<file path="src/rtl/life_automaton_with_aging_assert.svh">
// Assertion macros used by the Life engine controller.
`ifndef LIFE_AUTOMATON_WITH_AGING_ASSERT_SVH
`define LIFE_AUTOMATON_WITH_AGING_ASSERT_SVH
// Implication checked on every clock edge outside reset.
`define LAA_ASSERT_IMP(label, clk, rst_n, lhs, rhs) \
    label: assert property (@(posedge clk) disable iff (!rst_n) (lhs) |-> (rhs)) \
        else $error("assertion failed");
// Next-cycle implication checked outside reset.
`define LAA_ASSERT_NEXT(label, clk, rst_n, lhs, rhs) \
    label: assert property (@(posedge clk) disable iff (!rst_n) (lhs) |=> (rhs)) \
        else $error("assertion failed");
`endif

</file>
<file path="src/rtl/laa_pkg.sv">
// Shared types and constants of the Life engine.
`default_nettype none
package laa_pkg;
    localparam int COLUMNS_DEF = 256;
    localparam int ROWS_DEF    = 32;
    localparam logic [2:0] AGE_LIMIT_RST = 3'd4;

    localparam logic [1:0] OP_WRITE   = 2'd0;
    localparam logic [1:0] OP_READ    = 2'd1;
    localparam logic [1:0] OP_ADVANCE = 2'd2;

    typedef enum logic [3:0] {
        S_CLEAR, S_IDLE, S_ACCESS, S_RDWAIT,
        S_GEN_RD, S_GEN_WAIT, S_GEN_CALC, S_GEN_WR, S_OUT
    } t_state;

    // Commands from the controller to the datapath.
    typedef struct packed {
        logic       clr_start;   // reset the sweep counters
        logic       clr_write;   // write zero to the other plane at the sweep cell, swap planes
        logic       load_item;   // capture the input beat
        logic       item_write;  // write the captured cell
        logic       item_read;   // issue a read of the captured cell
        logic       cap_read;    // capture the read data into the result
        logic       clear_res;   // result read value to zero
        logic       gen_start;   // reset sweep counters for a generation
        logic       gen_read;    // read neighbour tap k
        logic       gen_acc;     // accumulate the tap read in the previous cycle
        logic       gen_write;   // write the next value and step the sweep
        logic       flip;        // swap the current plane
    } t_cmd;

    // Status from the datapath to the controller.
    typedef struct packed {
        logic sweep_last;  // sweep counter at its last cell
        logic tap_last;    // tap counter at its last tap
        logic is_write;
        logic is_read;
        logic is_advance;
    } t_stat;
endpackage
`default_nettype wire

</file>
<file path="src/rtl/laa_control.sv">
// Controller state machine of the Life engine.
`default_nettype none
`include "life_automaton_with_aging_assert.svh"
module laa_control import laa_pkg::*; (
    input  wire logic  i_clk,
    input  wire logic  i_rst_n,
    input  wire t_stat i_stat,
    input  wire logic  i_in_fire,
    input  wire logic  i_out_ready,
    output t_cmd       o_cmd,
    output logic       o_in_ready,
    output logic       o_out_valid
);
    t_state r_state, n_state;
    logic   r_plane_odd;

    always_ff @(posedge i_clk) begin
        if (!i_rst_n) begin
            r_state <= S_CLEAR;
            r_plane_odd <= 1'b0;
        end else begin
            r_state <= n_state;
            if (r_state == S_CLEAR) r_plane_odd <= ~r_plane_odd;
        end
    end

    always_comb begin
        n_state = r_state;
        unique case (r_state)
            S_CLEAR:    if (r_plane_odd && i_stat.sweep_last) n_state = S_IDLE;
            S_IDLE:     if (i_in_fire) n_state = S_ACCESS;
            S_ACCESS:   n_state = i_stat.is_read ? S_RDWAIT :
                                  i_stat.is_advance ? S_GEN_RD : S_OUT;
            S_RDWAIT:   n_state = S_OUT;
            S_GEN_RD:   n_state = i_stat.tap_last ? S_GEN_WAIT : S_GEN_RD;
            S_GEN_WAIT: n_state = S_GEN_CALC;
            S_GEN_CALC: n_state = S_GEN_WR;
            S_GEN_WR:   n_state = i_stat.sweep_last ? S_OUT : S_GEN_RD;
            S_OUT:      if (i_out_ready) n_state = S_IDLE;
            default:    n_state = S_IDLE;
        endcase
    end

    always_comb begin
        o_cmd = '0;
        o_in_ready = 1'b0;
        o_out_valid = 1'b0;
        unique case (r_state)
            S_CLEAR:  o_cmd.clr_write = 1'b1;
            S_IDLE: begin
                o_in_ready = 1'b1;
                o_cmd.load_item = i_in_fire;
                o_cmd.clear_res = i_in_fire;
                o_cmd.gen_start = i_in_fire;
            end
            S_ACCESS: begin
                o_cmd.item_write = i_stat.is_write;
                o_cmd.item_read  = i_stat.is_read;
            end
            S_RDWAIT: o_cmd.cap_read = 1'b1;
            S_GEN_RD: begin
                o_cmd.gen_read = 1'b1;
                o_cmd.gen_acc  = 1'b1;
            end
            S_GEN_WAIT: o_cmd.gen_acc = 1'b1;
            S_GEN_CALC: ;
            S_GEN_WR: begin
                o_cmd.gen_write = 1'b1;
                o_cmd.flip = i_stat.sweep_last;
            end
            S_OUT: o_out_valid = 1'b1;
            default: ;
        endcase
    end

    `LAA_ASSERT_IMP(a_ready_only_idle, i_clk, i_rst_n, o_in_ready, !o_out_valid)
    `LAA_ASSERT_NEXT(a_fire_leaves_idle, i_clk, i_rst_n, i_in_fire && o_in_ready,
        r_state == S_ACCESS)
    `LAA_ASSERT_IMP(a_one_write, i_clk, i_rst_n, o_cmd.gen_write,
        !o_cmd.item_write && !o_cmd.clr_write)
endmodule
`default_nettype wire

</file>
<file path="config.mk">
export PLATFORM = sky130hd
export DESIGN_NAME = laa_control
export DESIGN_NICKNAME = d
export VERILOG_FILES = /design/src/rtl/laa_pkg.sv /design/src/rtl/laa_control.sv
export VERILOG_INCLUDE_DIRS = /design/src /design/src/rtl
export SDC_FILE = /design/constraint.sdc
export NUM_CORES = 1
export LEC_CHECK = 0
export ABC_AREA = 1
export BUFFER_PORTS_ARGS = -buffer_cell sky130_fd_sc_hd__buf_4
export CAP_MARGIN = 20
export CORE_AREA = 2 2 39 41
export CTS_CLUSTER_DIAMETER = 100
export DETAILED_ROUTE_END_ITERATION = 8
export DIE_AREA = 0 0 41 43
export GPL_ROUTABILITY_DRIVEN = 0
export RECOVER_POWER = 25
export SYNTH_ARGS = -nofsm -noshare
export SYNTH_HDL_FRONTEND = slang
export SYNTH_SLANG_ARGS = --single-unit
</file>
<file path="constraint.sdc">
create_clock -name i_clk -period 1.4 [get_ports i_clk]
set_input_delay 0.28 -clock i_clk [delete_from_list [all_inputs] [get_ports i_clk]]
set_output_delay 0.28 -clock i_clk [all_outputs]
set_load 0.01 [all_outputs]
</file>
==> results of run 1 <==
what timing repair did:
action,in CTS,in global routing
endpoints found under the setup margin,6,11
pin swaps,1,6
endpoints found under the hold margin,0,0
gates cloned,0,0
buffers inserted,1,6
gates resized for setup,10,19
path summary, 6_finish.rpt:
check | endpoint | slack, ns | cells past startpoint
max | o_cmd[9] | 0.01 | 5
min | r_state[3] | 0.24 | 3
min reg2reg | r_plane_odd | 0.52 | 2
max reg2reg | r_plane_odd | 0.18 | 8
critical path: cells and delay by family (launching register included):
kind / cells / cell delay (ns)
simple gates: 3 / 0.31
flops: 1 / 0.38
buf+inv: 2 / 0.18
per-stage QoR:
stage	setup TNS [ns]	cells	setup WS, ns
floorplan	0	72	0.0688
global placement	0	107	0.150
detailed placement	0	107	0.117
CTS	0	112	0.000714
global route	-0.236	118	-0.0565
finish	0	118	0.00985
sequential cells by signal (all words and copies together) (netlist names):
signal,flops
r_state,4
r_plane_odd,1
routing by layer:
layer / share of wire, % / up-vias / GRT usage, %
met4: 0.99 / 0 / 8.00
met1: 35 / 236 / 11.9
li1: - / 279 / -
met3: 5.5 / 2 / 3.14
met2: 58 / 15 / 25.3
met5: 0 / - / 0
area by class of cell:
type                    count  area share [%]
clock buffers               4            3.60
inverters                  12            6.85
multi-input cells          52            40.9
flip-flops and latches      5            15.1
well taps                  16            2.74
repair buffers             29            30.8
synthesized netlist by cell type:
cell type  number
a21oi_1         2
buf_4           3
conb_1          1
dfxtp_1         5
inv_1           9
inv_2           3
nand2_1        15
nand2_2         1
nand3_1         8
nand4_1         1
nor2_1         17
nor2_2          5
o211ai_1        1
xnor2_1         1
cells by family after synthesis:
group,Yosys count,share of synthesized area (%)
flip-flops,5,24.9
AO/OA/AOI/OAI,3,4.36
buffers and inverters,15,16.8
XOR/XNOR,1,2.18
AND/OR/NAND/NOR,47,50.8
other,1,0.934
power groups by stage:
stage          registers [mW]  clock network (mW)  logic (mW)
2_1_floorplan           0.202                   0       0.221
3_3_place_gp            0.205                   0       0.320
3_5_place_dp            0.204                   0       0.320
4_1_cts                 0.214               0.172       0.358
5_1_grt                 0.226               0.177       0.462
6_report                0.223               0.164       0.426
==> metrics.cfg, run 1 <==
[setup_path]
cp-end-kind=output port
crit_required_ns=1.12
rr_startpoint=r_state[2]
path_cells=inv_4 > nor2_4 > nand2_2 > nor2_4 > buf_4
timing.critical_path.from_type=flip-flop
cp_slowest_stage_delay_ns=0.38
critPathMaxFanout=5
slowest_stage=dfxtp_4
crit_start=r_state[0]
cp.arrival_ns=1.11
critPathKind=flip-flop to output port
crit_path_frequent_cell=nor2_4

[clock_tree]
clk_pin_slew_ns=0.04
cts_buffer_depth=2
worstSkewPairLatency_ns=0.24
cts.sinks=5
ctsRootBufferMaster=clkbuf_4
cts_max_level=1
hold_buffers=0
cts_tree=built
cts_buffers=3

[routing]
viasPerCell=4.51
vias=532
wl_per_cell_um=10.3
drc_errors=0
drtAntennaViolNets=0
drtIter0Drc=15
routed_wl_mm=1.21
first_pass_iters=3

[pwr]
swShare_pct=38.7
max-vdd-ir-drop_mv=0.520
leakage_nw=0.385
p_comb_share_pct=52.4
power.net_switching_mw=0.315
p_int_mw=0.498
finalPower_mw=0.813
sequentialPowerShare_pct=27.4
clockPowerShare_pct=20.2
power_density_nw_per_um2=1110

[grt]
grt_pass1_wl_mm=1.61
grt-ovfl-total=0
antenna_found_initial=0
grt_max_degree=7
grt_use_total_pct=13.7
grt_pass1_vias=442

[layout]
final_common_cell=buf_4
stdcell_area_um2=731
seqCellArea_um2=110
final_cell_mix=buf_4 (27), nand2_1 (13), nor2_1 (11), nand3_1 (8)
fillers=147
insertedDiodeCount=0
final_util_pct=52.8
area_delta_synth_final_pct=81.9
multi_input_area_um2=299
drive_above_1_share_pct=53.9
nets=112

[place]
port_buffers=21
placed_area_um2=564
dp_hpwl_um=847

[synth]
synth_top_area_share_pct=24.9
ys_ff_latch=5
ys_types=14
avgSynthCellArea_um2=5.58
synth_area_leaders=dfxtp_1 (25%), nor2_1 (16%), nand2_1 (14%), nand3_1 (10%), inv_1 (8.4%)
yosysSeqAreaShare_pct=24.9
synth_fp_nets=81
syn_inst=72
yosysTopAreaCell=dfxtp_1
netlist_area_um2=402
ys_warn_count=0

[min_path]
hp-class=input port to flip-flop
hold_start=i_rst_n

[floorplan]
fp.dieH_um=43
fp.dieArea_um2=1760
initial_utilization_pct=29.0
pin_count=23
core.rowCount=14
core_um2=1380
die_x_um=41

[sta]
rsz0062_at_grt=true
holdWs_ns=0.243
min_period_ns=1.39
slew_violations=0
setup_viol=0
final_min_period_over_clock_period_pct=99.3
fmax_ghz=0.719
finalHoldViolCount=0
skew_ns=0.00399

[run_status]
status=complete, no violations

[flow_run]
max_cap_violations=0

(Power assumes the default switching activity.)
==> run 2, diff against run 1 <==
--- a/config.mk
+++ b/config.mk
@@ -6,7 +6,6 @@
 export SDC_FILE = /design/constraint.sdc
 export NUM_CORES = 1
 export LEC_CHECK = 0
-export ABC_AREA = 1
 export BUFFER_PORTS_ARGS = -buffer_cell sky130_fd_sc_hd__buf_4
 export CAP_MARGIN = 20
 export CORE_AREA = 2 2 39 41
==> constraint.sdc (replaced) <==
create_clock -name i_clk -period 1.49 [get_ports i_clk]
set_input_delay 0.298 -clock i_clk [delete_from_list [all_inputs] [get_ports i_clk]]
set_output_delay 0.298 -clock i_clk [all_outputs]
set_load 0.01 [all_outputs]
==> run 2 against run 1 <==
Effect of this change:
- the run now ends with setup timing left
- count of clock-buffer cells in the layout is the same
- clock power fell by 7%
- register-to-register slack worse by 0.05 ns
==> metrics.cfg, run 2 <==
[setup_path]
cp-end-kind=output port
critPathMaxFanout=4  ; -1
reg2reg_slack_ns=0.13  ; -0.05 ns
critPathKind=flip-flop to output port
timing.critical_path.from_type=flip-flop
crit_required_ns=1.19  ; +0.07 ns
cp.arrival_ns=1.29  ; +0.18 ns

[grt]
grt_pass1_wl_mm=1.79  ; +12%
grt_max_degree=11  ; +4
grt-ovfl-total=0  ; unchanged
grt_use_total_pct=14.7  ; +1.0 points
antenna_found_initial=0  ; unchanged
grt_pass1_vias=457  ; +3.4%

[layout]
insertedDiodeCount=0  ; unchanged
final_cell_mix=buf_4 (27), buf_6 (11), and2_1 (4)
finalNonFillerCells=100  ; -15%
largest_reg_flops=4  ; unchanged
largest-register=r_state
area_delta_synth_final_pct=82.4
drive_above_1_share_pct=67.9  ; +14 points
nets=94  ; -16%
final_common_cell=buf_4
stdcell_area_um2=828  ; +13%
fillers=123  ; -16%
largest_registers=r_state x4, r_plane_odd x1

[synth]
netlist_top_cells_count=and2_1 (6), dfxtp_1 (5)
avgSynthCellArea_um2=9.27  ; +66%
yosysSeqAreaShare_pct=22.0  ; -2.9 points
synth_area_leaders=dfxtp_1 (22%), nor4b_2 (9.9%), and2_1 (8.3%), buf_4 (5.0%), buf_6 (5.0%)
synth_ff_type=dfxtp_1
ys_ff_latch=5  ; unchanged
synth_top_area_share_pct=22.0  ; -2.9 points
ys_types=28  ; +14
yosysTopAreaCell=dfxtp_1
syn_inst=49  ; -32%
synth.most_common_cell=and2_1
ys_warn_count=0  ; unchanged
netlist_area_um2=454  ; +13%
ys_async_sr_fraction_pct=0  ; unchanged
synth_fp_nets=58  ; -28%
synth_edf_count=0  ; unchanged

[place]
placed_area_um2=651  ; +15%
dp.cells=87  ; -19%
dp_hpwl_um=802  ; -5.3%
port_buffers=21  ; unchanged

[sta]
finalHoldViolCount=0  ; unchanged
final_min_period_over_clock_period_pct=107
skew_ns=0.000411  ; -0.00358 ns
fmax_ghz=0.629
setup_viol=5  ; +5
finalWorstSetupSlack_ns=-0.0987  ; -0.109 ns
rsz0062_at_grt=true
slew_violations=0  ; unchanged
min_period_ns=1.59

[flow_run]
max_cap_violations=0  ; unchanged

[routing]
routed_wl_mm=1.13  ; -6.7%
first_pass_iters=3  ; unchanged
wl_per_cell_um=11.3  ; +10%
drtIter0Drc=6  ; -9
vias=477  ; -10%
drtAntennaViolNets=0  ; unchanged
viasPerCell=4.77  ; +5.8%
drc_errors=0  ; unchanged

[floorplan]
core_um2=1380  ; unchanged
core.rowCount=14  ; unchanged
initial_utilization_pct=32.8  ; +3.8 points
die_x_um=41  ; unchanged
pin_count=23  ; unchanged
fp.dieH_um=43  ; unchanged
fp.dieArea_um2=1760  ; unchanged

[pwr]
max-vdd-ir-drop_mv=0.456  ; -12%
leakage_nw=0.376  ; -2.4%
power_density_nw_per_um2=546  ; -51%

[clock_tree]
cts_max_level=1  ; unchanged
hold_buffers=0  ; unchanged
cts_buffer_depth=2  ; unchanged
cts.sinks=5  ; unchanged
cts_buffers=3  ; unchanged
clk_pin_slew_ns=0.04  ; about the same
worstSkewPairLatency_ns=0.24  ; about the same
ctsRootBufferMaster=clkbuf_4
cts_tree=built

[run_status]
violations=setup timing
status=complete, but fails checks

[min_path]
hp-class=input port to flip-flop

run 2: layer usage:
metal | GRT usage, % | routed length [um] | up-vias
met1 | 18.8 | 485 | 220
met3 | 1.57 | 65 | 0
li1 | - | - | 239
met5 | 0 | 0 | -
met2 | 22.8 | 579 | 18
met4 | 8.00 | 0 | 0
run 2: cell families (layout without fill, tap and decap cells):
| group | Yosys count | in the layout | share of synthesized area [%] |
|---|---|---|---|
| xor+xnor | 1 | 1 | 1.93 |
| mux | 1 | 1 | 2.20 |
| other cells | 1 | 1 | 0.826 |
| flops | 5 | 5 | 22.0 |
| buf+inv | 8 | 43 | 14.9 |
| simple gates | 25 | 25 | 43.0 |
| compound gates | 8 | 8 | 15.2 |
run 2: worst paths after layout:
check | start | end | cells past startpoint
setup / recovery | r_state[1] | o_cmd[4] | 4
hold / removal | i_rst_n | r_plane_odd | 2
setup reg to reg | r_state[3] | r_plane_odd | 6
hold reg to reg | r_plane_odd | r_state[0] | 3
run 2: critical path, stage by stage (launching register included):
cell	delay, ns
dfxtp_2	0.33
buf_6	0.12
nor4b_4	0.29
and2_4	0.21
buf_6	0.10
run 2: through the flow:
stage	setup slack (ns)	hold slack [ns]	total power, mW	util [%]	setup TNS (ns)
global placement	0.0746	0.550	0.272	47.0	0
global route	-0.182	0.319	0.480	59.9	-0.904
floorplan	0.00426	0.420	0.231	-	0
detailed placement	0.0601	0.544	0.275	47.0	0
CTS	-0.140	0.298	0.458	54.4	-0.816
finish	-0.0987	0.314	0.452	59.9	-0.333
run 2: repair_timing:
item | CTS | global route
resized for setup | 13 | 10
setup endpoints to repair | 13 | 12
buffers inserted | 5 | 4
pin swaps | 5 | 9
run 2: cell type report:
class / instances / area, um2 / share of cell area (%)
clock buffers: 4 / 26.3 / 3.17
multi-input cells: 36 / 339 / 40.9
well taps: 16 / 20.0 / 2.42
repair buffers: 38 / 327 / 39.4
inverters: 1 / 3.75 / 0.453
flip-flops and latches: 5 / 113 / 13.6
run 2: report_power, final:
part	leakage, nW	internal (mW)	total (mW)	switching (mW)
sequential	0.0436	0.141	0.154	0.0124
clock	0.0150	0.101	0.153	0.0519
combinational	0.317	0.0919	0.145	0.0535
